==> src/hdl/idr_pkg.sv <==
// Package of the shift-subtract divider: widths, controller states and the
// command/status groups between controller and datapath. No dependencies.
`default_nettype none

package idr_pkg;

  // Port width of the operand and result fields.
  localparam int IDR_IO_W       = 64;
  // Default internal division width.
  localparam int IDR_DATA_WIDTH = 64;

  // Controller states.
  typedef enum logic [1:0] {
    IDR_IDLE,
    IDR_PREP,
    IDR_ITER,
    IDR_FIX
  } idr_state_t;

  // Commands from controller to datapath.
  typedef struct packed {
    logic load;   // capture operands of an accepted item
    logic prep;   // take magnitudes, clear partial remainder
    logic iter;   // one restoring-division step
    logic fix;    // sign correction and result registers
  } idr_cmd_t;

  // Status from datapath to controller.
  typedef struct packed {
    logic div_zero;  // captured divisor is zero
  } idr_stat_t;

endpackage

`default_nettype wire

==> src/hdl/idr_ctrl.sv <==
// Controller of the divider: state machine and step counter.
// Depends on idr_pkg; drives idr_dpath through idr_cmd_t.
`default_nettype none

module idr_ctrl #(
  parameter int DATA_WIDTH = idr_pkg::IDR_DATA_WIDTH
) (
  input  wire logic             clk,
  input  wire logic             rst_n,
  input  wire logic             start,
  input  wire idr_pkg::idr_stat_t stat,
  output idr_pkg::idr_cmd_t     cmd,
  output logic                  busy
);
  import idr_pkg::*;

  localparam int CNT_W = $clog2(DATA_WIDTH);
  localparam logic [CNT_W-1:0] CNT_LAST = CNT_W'(DATA_WIDTH - 1);

  idr_state_t       state_r, state_nxt;
  logic [CNT_W-1:0] cnt_r, cnt_nxt;

  // State and step counter
  always_ff @(posedge clk) begin
    if (!rst_n) begin
      state_r <= IDR_IDLE;
      cnt_r   <= '0;
    end else begin
      state_r <= state_nxt;
      cnt_r   <= cnt_nxt;
    end
  end

  // Next state
  always_comb begin
    state_nxt = state_r;
    case (state_r)
      IDR_IDLE: if (start) state_nxt = IDR_PREP;
      IDR_PREP: state_nxt = stat.div_zero ? IDR_FIX : IDR_ITER;
      IDR_ITER: if (cnt_r == '0) state_nxt = IDR_FIX;
      IDR_FIX:  state_nxt = IDR_IDLE;
      default:  state_nxt = IDR_IDLE;
    endcase
  end

  // Step counter: loaded in PREP, counts quotient bits down in ITER
  always_comb begin
    cnt_nxt = cnt_r;
    case (state_r)
      IDR_PREP: cnt_nxt = CNT_LAST;
      IDR_ITER: cnt_nxt = cnt_r - CNT_W'(1);
      default:  cnt_nxt = cnt_r;
    endcase
  end

  // Outputs
  always_comb begin
    cmd  = '0;
    busy = 1'b1;
    case (state_r)
      IDR_IDLE: begin
        busy     = 1'b0;
        cmd.load = start;
      end
      IDR_PREP: cmd.prep = 1'b1;
      IDR_ITER: cmd.iter = 1'b1;
      IDR_FIX:  cmd.fix  = 1'b1;
      default:  busy = 1'b1;
    endcase
  end

endmodule

`default_nettype wire

==> src/hdl/idr_dpath.sv <==
// Datapath of the divider: operand registers, sign handling, one
// restoring-division step per cycle, result registers. Depends on idr_pkg.
`default_nettype none

module idr_dpath #(
  parameter int DATA_WIDTH = idr_pkg::IDR_DATA_WIDTH
) (
  input  wire logic                          clk,
  input  wire logic                          rst_n,
  input  wire idr_pkg::idr_cmd_t             cmd,
  output idr_pkg::idr_stat_t                 stat,
  input  wire logic                          in_cmd,
  input  wire logic [idr_pkg::IDR_IO_W-1:0]  in_dividend,
  input  wire logic [idr_pkg::IDR_IO_W-1:0]  in_divisor,
  output logic                               out_valid,
  output logic [idr_pkg::IDR_IO_W-1:0]       out_quotient,
  output logic [idr_pkg::IDR_IO_W-1:0]       out_remainder,
  output logic                               out_divide_by_zero
);
  import idr_pkg::*;

  localparam int W = DATA_WIDTH;
  localparam logic [W-1:0] ZERO_W = '0;

  // Captured operands
  logic [W-1:0] op_a_r, op_b_r;
  logic         sgn_r;
  // Working registers: n_r shifts the dividend out and the quotient in
  logic [W-1:0] n_r, d_r, rem_r;
  logic         neg_q_r, neg_r_r, dz_r;
  // Result registers
  logic [IDR_IO_W-1:0] q_out_r, r_out_r;
  logic                dz_out_r, valid_r;

  logic         a_neg, b_neg;
  logic [W+1:0] trial;
  logic         ge;
  logic [W-1:0] q_fix, r_fix;

  assign stat.div_zero = (op_b_r == ZERO_W);

  // Operand signs and trial subtraction of one step
  assign a_neg = sgn_r & op_a_r[W-1];
  assign b_neg = sgn_r & op_b_r[W-1];
  assign trial = {1'b0, rem_r, n_r[W-1]} - {2'b00, d_r};
  assign ge    = ~trial[W+1];

  // Sign correction of the final quotient and remainder
  assign q_fix = neg_q_r ? (ZERO_W - n_r) : n_r;
  assign r_fix = neg_r_r ? (ZERO_W - rem_r) : rem_r;

  // Datapath registers
  always_ff @(posedge clk) begin
    if (cmd.load) begin
      op_a_r <= in_dividend[W-1:0];
      op_b_r <= in_divisor[W-1:0];
      sgn_r  <= in_cmd;
    end
    if (cmd.prep) begin
      n_r     <= a_neg ? (ZERO_W - op_a_r) : op_a_r;
      d_r     <= b_neg ? (ZERO_W - op_b_r) : op_b_r;
      rem_r   <= ZERO_W;
      neg_q_r <= a_neg ^ b_neg;
      neg_r_r <= a_neg;
      dz_r    <= stat.div_zero;
    end
    if (cmd.iter) begin
      n_r   <= {n_r[W-2:0], ge};
      rem_r <= ge ? trial[W-1:0] : {rem_r[W-2:0], n_r[W-1]};
    end
    if (cmd.fix) begin
      q_out_r  <= dz_r ? '0 : IDR_IO_W'(q_fix);
      r_out_r  <= dz_r ? IDR_IO_W'(op_a_r) : IDR_IO_W'(r_fix);
      dz_out_r <= dz_r;
    end
  end

  // Result strobe: registered, high in the cycle after the fix-up step
  always_ff @(posedge clk) begin
    if (!rst_n) begin
      valid_r <= 1'b0;
    end else begin
      valid_r <= cmd.fix;
    end
  end

  assign out_valid          = valid_r;
  assign out_quotient       = q_out_r;
  assign out_remainder      = r_out_r;
  assign out_divide_by_zero = dz_out_r;

endmodule

`default_nettype wire

==> src/hdl/int64_divide_remainder.sv <==
// Top level of the shift-subtract integer divider: controller plus datapath.
// Depends on idr_pkg, idr_ctrl and idr_dpath.
//
// Use:
//   An item (in_cmd, in_dividend, in_divisor) is accepted at a rising edge
//   with start high and busy low. in_cmd 0 divides unsigned, 1 divides
//   two's complement; only the low DATA_WIDTH operand bits are used.
//   One result per item: out_quotient, out_remainder, out_divide_by_zero,
//   shown for exactly one cycle while out_valid is high. Bits above
//   DATA_WIDTH read zero. A zero divisor gives quotient 0, the dividend as
//   remainder and the flag set.
// Timing:
//   A sign/magnitude step, DATA_WIDTH restoring steps (one quotient bit
//   per cycle through a single subtractor), then a fix-up step. out_valid
//   is registered from the fix-up step; busy drops as out_valid rises, so
//   a new item is taken only once the last one's result is shown. A zero
//   divisor skips the restoring steps and goes straight to the fix-up step.
// Reset:
//   Synchronous, active low rst_n; returns to idle, no result pending.
//   The receiver cannot stall: each result is taken in its strobe cycle.
`default_nettype none

module int64_divide_remainder #(
  parameter int DATA_WIDTH = idr_pkg::IDR_DATA_WIDTH
) (
  input  wire logic                          clk,
  input  wire logic                          rst_n,
  input  wire logic                          start,
  output logic                               busy,
  input  wire logic                          in_cmd,
  input  wire logic [idr_pkg::IDR_IO_W-1:0]  in_dividend,
  input  wire logic [idr_pkg::IDR_IO_W-1:0]  in_divisor,
  output logic                               out_valid,
  output logic [idr_pkg::IDR_IO_W-1:0]       out_quotient,
  output logic [idr_pkg::IDR_IO_W-1:0]       out_remainder,
  output logic                               out_divide_by_zero
);
  import idr_pkg::*;

  idr_cmd_t  cmd;
  idr_stat_t stat;

  // Sequencer
  idr_ctrl #(
    .DATA_WIDTH (DATA_WIDTH)
  ) u_ctrl (
    .clk   (clk),
    .rst_n (rst_n),
    .start (start),
    .stat  (stat),
    .cmd   (cmd),
    .busy  (busy)
  );

  // Arithmetic
  idr_dpath #(
    .DATA_WIDTH (DATA_WIDTH)
  ) u_dpath (
    .clk                (clk),
    .rst_n              (rst_n),
    .cmd                (cmd),
    .stat               (stat),
    .in_cmd             (in_cmd),
    .in_dividend        (in_dividend),
    .in_divisor         (in_divisor),
    .out_valid          (out_valid),
    .out_quotient       (out_quotient),
    .out_remainder      (out_remainder),
    .out_divide_by_zero (out_divide_by_zero)
  );

endmodule

`default_nettype wire

==> config.mk <==
export PLATFORM = sky130hd
export DESIGN_NAME = int64_divide_remainder
export DESIGN_NICKNAME = d
export VERILOG_FILES = /design/src/hdl/idr_pkg.sv /design/src/hdl/idr_ctrl.sv /design/src/hdl/idr_dpath.sv /design/src/hdl/int64_divide_remainder.sv
export SDC_FILE = /design/constraint.sdc
export NUM_CORES = 1
export LEC_CHECK = 0
export ABC_AREA = 1
export BUFFER_PORTS_ARGS = -buffer_cell sky130_fd_sc_hd__buf_2
export CORE_MARGIN = 5
export CORE_UTILIZATION = 25
export DETAILED_ROUTE_END_ITERATION = 8
export SLEW_MARGIN = 20
export SYNTH_ARGS = -nofsm -noshare
export SYNTH_HDL_FRONTEND = slang
export SYNTH_HIERARCHICAL = 1
export SYNTH_SLANG_ARGS = --single-unit
==> constraint.sdc <==
create_clock -name clk -period 5.1 [get_ports clk]
set_input_delay 1.02 -clock clk [delete_from_list [all_inputs] [get_ports clk]]
set_output_delay 1.02 -clock clk [all_outputs]
set_load 0.01 [all_outputs]
==> key figures, run 1 <==
Outcome
  – Run status: finished, final reports clean

Placement
  – Hpwl dp: 101000 um
  – Placer congestion estimate: about 0.95
  – PortBufs: roughly 260

Drt
  – First-pass DRT Iterations: 5
  – Final wirelength: between 100000 and 150000 um
  – Vias per cell: 4.70
  – DR WL/cell: around 20 um
  – Vias after detailed routing: 29700
  – Post-route ant nets: 0
  – Initial DRC count: 2691
  – DRC Markers: 0

Floorplan
  – Initial core utilization: 0.251
  – Die W: 365 um
  – Row count: 130
  – Total core area: around 130000 um2
  – IO Count: 263
  – Chip height: 365 um
  – DIE AREA: 133000 um2

Synth
  – Number of synthesized flops with an enable pin: 453
  – Synth warnings: 6
  – Netlist Area Pre-Place: 31500 um2
  – Commonest cells post-synth: nand2_1, inv_1, nor2_1, edfxtp_1, nand3_1
  – Average size of a mapped cell: 7.21 um2
  – Most frequent cell after synthesis: nand2_1
  – Main synth FF type: edfxtp_1
  – Compound-Gate Fraction of Synth Area: 0.0689
  – Cell taking the most area after synthesis: edfxtp_1
  – Cells after synthesis: 4374
  – Asr flop ratio synth: 0
  – Main combinational cell family by area after synthesis: simple AND/OR/NAND/NOR gates
  – Flops & latches, synth: 462
  – Yosys top cell area share: 0.431
  – XOR/XNOR Fraction of Synth Area: 0.0322
  – Synth cell types: 54
  – Multiplexer share of the synthesized area: 0
  – Simple-Gate Fraction of Synth Area: 0.336
  – Synth area leaders: edfxtp_1, nand2_1, inv_1
  – Syn Nets: 4582
  – Seq/Total Area, Yosys: 0.437
  – Adder-cell share of the synthesized area: 0.0304

Layout
  – Area of the multi-input gates: 14800 um2
  – Reg area: 13800 um2
  – Filler Cells Inserted: roughly 14000
  – Share of layout cells above drive strength 1: 0.0987
  – P&R area growth vs syn: 16.2%
  – Fin nets: 4839

Power and ir drop
  – Switching power total: 11.6 mW
  – Total power: 23.2 mW
  – Pleak: 16.3 nW
  – Share of power burned in registers: 0.324
  – Clock network power share: 0.174
  – Logic gate share of total power: 0.502
  – Sw frac: 0.501
  – P per Cell Area: 634 nW/um2
  – Internal power: roughly 12 mW
  – Max VDD drop: 0.342 mV

Job
  – Max Cap Viol: 0

CTS
  – CTS tree: yes
  – # Post-CTS Setup Buffers: 0
  – Cts repair resizes: 0
  – H-tree depth reported by CTS: 2
  – Clock slew at reported path FFs: 0.06 ns
  – Clk_lat worst skew: 0.69 ns
  – Hold buffer count at cts: 0
  – Num CTS Buffers: 56
  – Root Driver: clkbuf_16
  – Clock sink count: ~460
  – Clock buffer depth: 3

Timing
  – FMAX: approximately 280 MHz
  – Worst-margin pin slew: 1.06 ns
  – Slew headroom: 0.290
  – Setup TNS: 0 ns
  – Final Cycle Share: 0.689
  – Fin. Hold Viols: 0
  – Clk_skew: 0.0663 ns
  – Unrepaired setup endpoints after global routing: no
  – Max-slew violations: 0
  – Minimum clock period: 3.52 ns
  – Final setup viols: 0

Critical path
  – Crit end category: flip-flop
  – Critical Path Fanout Max: 35
  – Critical path data required time: approximately 5.6 ns
  – Crit start category: flip-flop
  – Crit path kind: flip-flop to flip-flop
  – CP arrival: 4.05 ns

GRT
  – GRT Resource Usage Total: 0.181
  – Maximum number of pins on one net before global-route repair: about 130
  – Initial antenna violation count: 4
  – Total grt overflow: 0
  – Vias in the first global route: between 20000 and 30000
  – First-pass GRT wire length: 181000 um

Worst hold path
  – Hold WC Path Type: flip-flop to flip-flop
placed cells by master, fill, tap and decap left out, types with 11 or more instances in the layout:
cell type	synthesis	routed
a21oi_1	146	146
a31oi_1	11	11
buf_2	4	262
buf_4	1	18
clkbuf_16	0	56
clkinv_2	0	11
edfxtp_1	453	453
ha_1	75	72
inv_1	672	670
inv_2	16	17
nand2_1	1413	1413
nand3_1	313	313
nand4_1	97	97
nor2_1	544	544
nor2_2	16	15
nor3_1	78	78
nor4_1	14	13
o21ai_0	207	206
o21ai_1	10	11
xnor2_1	17	17
xor2_1	99	99
path summary, 6_finish.rpt:
kind | from | to | slack [ns] | cells after the start
hold reg to reg | u_ctrl/cnt_r[0] | u_ctrl/cnt_r[0] | 0.50 | 1
hold / removal | u_ctrl/cnt_r[0] | u_ctrl/cnt_r[0] | 0.50 | 1
setup / recovery | u_dpath/rem_r[52] | u_dpath/rem_r[8] | 1.58 | 11
setup reg to reg | u_dpath/rem_r[52] | u_dpath/rem_r[8] | 1.58 | 11
registers in the layout (all words and copies together), names as in the netlist, 2 cells and up:
signal,count
u_dpath/op_a_r,64
u_dpath/rem_r,64
u_dpath/out_quotient,64
u_dpath/out_remainder,64
u_dpath/d_r,64
u_dpath/n_r,64
u_dpath/op_b_r,64
u_ctrl/cnt_r,6
u_ctrl/state_r,2
power groups by stage:
| stage | Clock [mW] | Sequential [mW] | Combinational, mW |
|---|---|---|---|
| finish | 4.05 | 7.53 | 11.6 |
| global route | 4.32 | 7.62 | 12.9 |
| CTS | 4.16 | 7.46 | 11.5 |
| detailed placement | 0 | 7.53 | 11.4 |
| global placement | 0 | 7.51 | 11.5 |
| floorplan | 0 | 6.96 | 7.81 |
critical path: stages, from the launching register on:
cell and delay (ns):
edfxtp_1 0.60, ha_1 0.56, nand2_1 0.16, nor2_1 0.29
nand2_1 0.18, inv_2 0.09, nand2_1 0.09, nor3_2 0.20
nand2_4 0.10, a21oi_4 0.83, nand2_1 0.17, nand2_1 0.11
metal layers:
layer	track usage	up-vias	wire (um)
li1	-	14600	-
met1	0.251	13800	55500
met2	0.293	1173	55900
met3	0.0249	179	9410
met4	0.0577	2	4300
met5	0	-	8
final cells by class:
| type | count | area share |
|---|---|---|
| timing repair buffer | 284 | 0.0417 |
| clock inverter | 42 | 0.0118 |
| tap | 1650 | 0.0564 |
| sequential | 462 | 0.376 |
| multi-input combinational | 3137 | 0.404 |
| inverter | 690 | 0.0709 |
| clock buffer | 64 | 0.0391 |
| antenna | 1 | 0.0000683 |
metrics by stage:
step                cells  hold WS [ns]  area, um2  utilization  setup WS, ns
floorplan            4374         0.424      31500            -         0.772
global placement     6222         0.469      34700        0.277          1.36
detailed placement   6223         0.487      34800        0.277          1.61
CTS                  6329         0.448      36600        0.292          1.63
global route         6329         0.471      36600        0.292          1.39
finish               6330         0.498      36600        0.292          1.58
kinds of logic (layout without fill, tap and decap cells):
family	Yosys count	count (layout)
compound gates	409	409
flops	462	462
fa+ha+maj	76	76
simple gates	2536	2536
buf+inv	775	1080
xor+xnor	116	116
other cells	0	1
Power figures use the tool's default switching activity.
==> run 2, diff against run 1 <==
clock period = 2.8 ns   (was 5.1 ns; I/O delays follow)
==> run 2 against run 1 <==
- via count is 3.5% higher
- critical path depth up 2
- global-route usage up 0.34 points
- maximum frequency is 30% higher
- design area up 6.6%
- largest power group unchanged
==> key figures, run 2 (synthesized netlist as in run 1, its figures left out) <==
Power and ir drop
  – Switching power total: 21.8 mW (was 11.6 mW)
  – P per Cell Area: 1170 nW/um2 (was 634 nW/um2)
  – Logic gate share of total power: 0.558 (was 0.502)
  – Sw frac: 0.476 (was 0.501)
  – Clock network power share: 0.161 (was 0.174)
  – Share of power burned in registers: 0.282 (was 0.324)
  – Max VDD drop: 0.879 mV (was 0.342 mV)
  – Pleak: 17.7 nW (was 16.3 nW)
  – Internal power: 24.0 mW (was 11.6 mW)

Placement
  – DP Area: 36900 um2 (was 34800 um2)
  – PortBufs: 262 (unchanged)
  – Post-Place Worst Slack: 0.0481 ns (was 1.61 ns)
  – Hpwl dp: 105000 um (was 101000 um)
  – Placer congestion estimate: 0.943 (was 0.950)

Floorplan
  – Chip height: 365 um (unchanged)
  – IO Count: 263 (unchanged)
  – Initial core utilization: 0.251 (unchanged)
  – Row count: 130 (unchanged)
  – Die W: 365 um (unchanged)
  – DIE AREA: 133000 um2 (unchanged)
  – Total core area: 125000 um2 (unchanged)

Drt
  – Vias per cell: 4.67 (was 4.70)
  – First-pass DRT Iterations: 6 (was 5)
  – Initial DRC count: 2990 (was 2691)
  – DR WL/cell: 19.4 um (was 19.8 um)
  – Post-route ant nets: 0 (unchanged)
  – Final wirelength: 128000 um (was 125000 um)
  – DRC Markers: 0 (unchanged)
  – Vias after detailed routing: 30800 (was 29700)

GRT
  – Total grt overflow: 0 (unchanged)
  – Maximum number of pins on one net before global-route repair: 83 (was 129)
  – First-pass GRT wire length: 184000 um (was 181000 um)
  – GRT Resource Usage Total: 0.185 (was 0.181)
  – Initial antenna violation count: 6 (was 4)
  – Vias in the first global route: 29100 (was 28400)

Critical path
  – Critical path data required time: 3.18 ns (was 5.63 ns)
  – Delay of the slowest critical-path stage: 0.47 ns (was 0.83 ns)
  – CP arrival: 3.10 ns (was 4.05 ns)
  – Crit start category: flip-flop (unchanged)
  – Largest delay share family, worst path: simple AND/OR/NAND/NOR gates (unchanged)
  – Crit end category: flip-flop (unchanged)
  – Crit path kind: flip-flop to flip-flop (unchanged)
  – Crit path max-delay cell type: edfxtp_1 (was a21oi_4)
  – Worst path cell trace: ha_4 > buf_4 > nand4_2 > nor4_4 > nand2_2 > nor3_4 > nand2_4 > nand2_4 > nor2_4 > buf_12 > buf_12 > nand2_1 > nand2_1 (was ha_1 > nand2_1 > nor2_1 > nand2_1 > inv_2 > nand2_1 > nor3_2 > nand2_4 > a21oi_4 > nand2_1 > nand2_1)
  – Worst Path Buf+Inv: 3 (was 1)
  – Critical Path Fanout Max: 27 (was 35)

Timing
  – FMAX: 369 MHz (was 284 MHz)
  – Final Cycle Share: 0.969 (was 0.689)
  – Slew headroom: 0.476 (was 0.290)
  – Final setup viols: 0 (unchanged)
  – Max-slew violations: 0 (unchanged)
  – Fin. Hold Viols: 0 (unchanged)
  – Worst-margin pin slew: 0.786 ns (was 1.06 ns)
  – Minimum clock period: 2.71 ns (was 3.52 ns)
  – Clk_skew: 0.0448 ns (was 0.0663 ns)
  – Slack of the critical path: 0.0873 ns (was 1.58 ns)
  – Unrepaired setup endpoints after global routing: yes (was no)

Layout
  – P&R area growth vs syn: 23.8% (was 16.2%)
  – Share of layout cells above drive strength 1: 0.157 (was 0.0987)
  – Commonest cells after routing, fill and taps aside: nand2_1, inv_1, nor2_1 (unchanged)
  – Fin area: 39000 um2 (was 36600 um2)
  – Most common cell after layout, fill and taps aside: nand2_1 (unchanged)
  – Fin nets: 5107 (was 4839)

CTS
  – Clock slew at reported path FFs: 0.06 ns (about the same)
  – Clock sink count: 462 (unchanged)
  – CTS tree: yes (unchanged)
  – Num CTS Buffers: 53 (was 56)
  – Clk_lat worst skew: 0.66 ns (was 0.69 ns)
  – H-tree depth reported by CTS: 2 (unchanged)
  – Root Driver: clkbuf_16 (unchanged)
  – Clock buffer depth: 3 (unchanged)

Outcome
  – Run status: finished, final reports clean (unchanged)

Job
  – Max Cap Viol: 0 (unchanged)

Worst hold path
  – Hold WC Path Type: input pin to flip-flop (was flip-flop to flip-flop)
[run 2: cell types whose count changed in the layout (fill, tap and decap cells not counted), moves of 5 or more]
| cell | before | now |
|---|---|---|
| nor2_2 | 15 | 23 |
| clkbuf_1 | 8 | 1 |
| nand2_2 | 5 | 22 |
| ha_4 | 1 | 6 |
| nor2_1 | 544 | 535 |
| nand2_1 | 1413 | 1396 |
| buf_4 | 18 | 275 |
| buf_12 | 4 | 18 |
| ha_1 | 72 | 65 |
[run 2: path summary, 6_finish.rpt]
| path | cells past startpoint | slack (ns) | from | endpoint |
|---|---|---|---|---|
| min reg2reg | 2 | 0.51 | u_ctrl/cnt_r[5] | u_ctrl/cnt_r[5] |
| max reg2reg | 13 | 0.09 | u_dpath/rem_r[57] | u_dpath/rem_r[14] |
| max | 13 | 0.09 | u_dpath/rem_r[57] | u_dpath/rem_r[14] |
| min | 1 | 0.07 | in_dividend[2] | u_dpath/op_a_r[2] |
[run 2: per-stage QoR]
stage	power [mW]	util	setup TNS, ns	cells	hold slack, ns
2_1_floorplan	26.8	-	-33.13	4374	0.424
3_3_place_gp	37.6	0.294	0	6487	0.466
3_5_place_dp	37.7	0.294	0	6487	0.495
4_1_cts	45.2	0.309	0	6585	0.0213
5_1_grt	49.0	0.311	-0.238	6592	0.0471
6_report	45.7	0.311	0	6594	0.0729
[run 2: power groups by stage]
stage / sequential, mW / combinational (mW) / clock, mW
finish: 12.9 / 25.5 / 7.35
global route: 13.1 / 28.1 / 7.78
CTS: 12.8 / 24.9 / 7.54
detailed placement: 13.0 / 24.8 / 0
global placement: 12.9 / 24.7 / 0
floorplan: 12.6 / 14.3 / 0
[run 2: timing repair]
| action | in CTS | in global routing |
|---|---|---|
| hold endpoints to repair | 0 | 0 |
| setup buffers | 0 | 7 |
| hold buffers | 0 | 0 |
| resized for setup | 0 | 48 |
| setup endpoints to repair | 0 | 39 |
[run 2: cell type report]
type | instances | area [um2]
fill | 13600 | 86400
clock buffer | 56 | 1360
sequential | 462 | 13800
antenna | 2 | 5.00
multi-input combinational | 3137 | 15000
inverter | 690 | 2600
clock inverter | 42 | 492
timing repair buffer | 555 | 3740
tap | 1650 | 2060
[run 2: metal layers]
| metal | vias to the layer above | routed length [um] | GRT usage |
|---|---|---|---|
| met5 | - | 13 | 0 |
| met4 | 2 | 4350 | 0.0574 |
| met3 | 174 | 9470 | 0.0272 |
| met2 | 1163 | 56900 | 0.299 |
| met1 | 14300 | 56900 | 0.254 |
| li1 | 15200 | - | - |
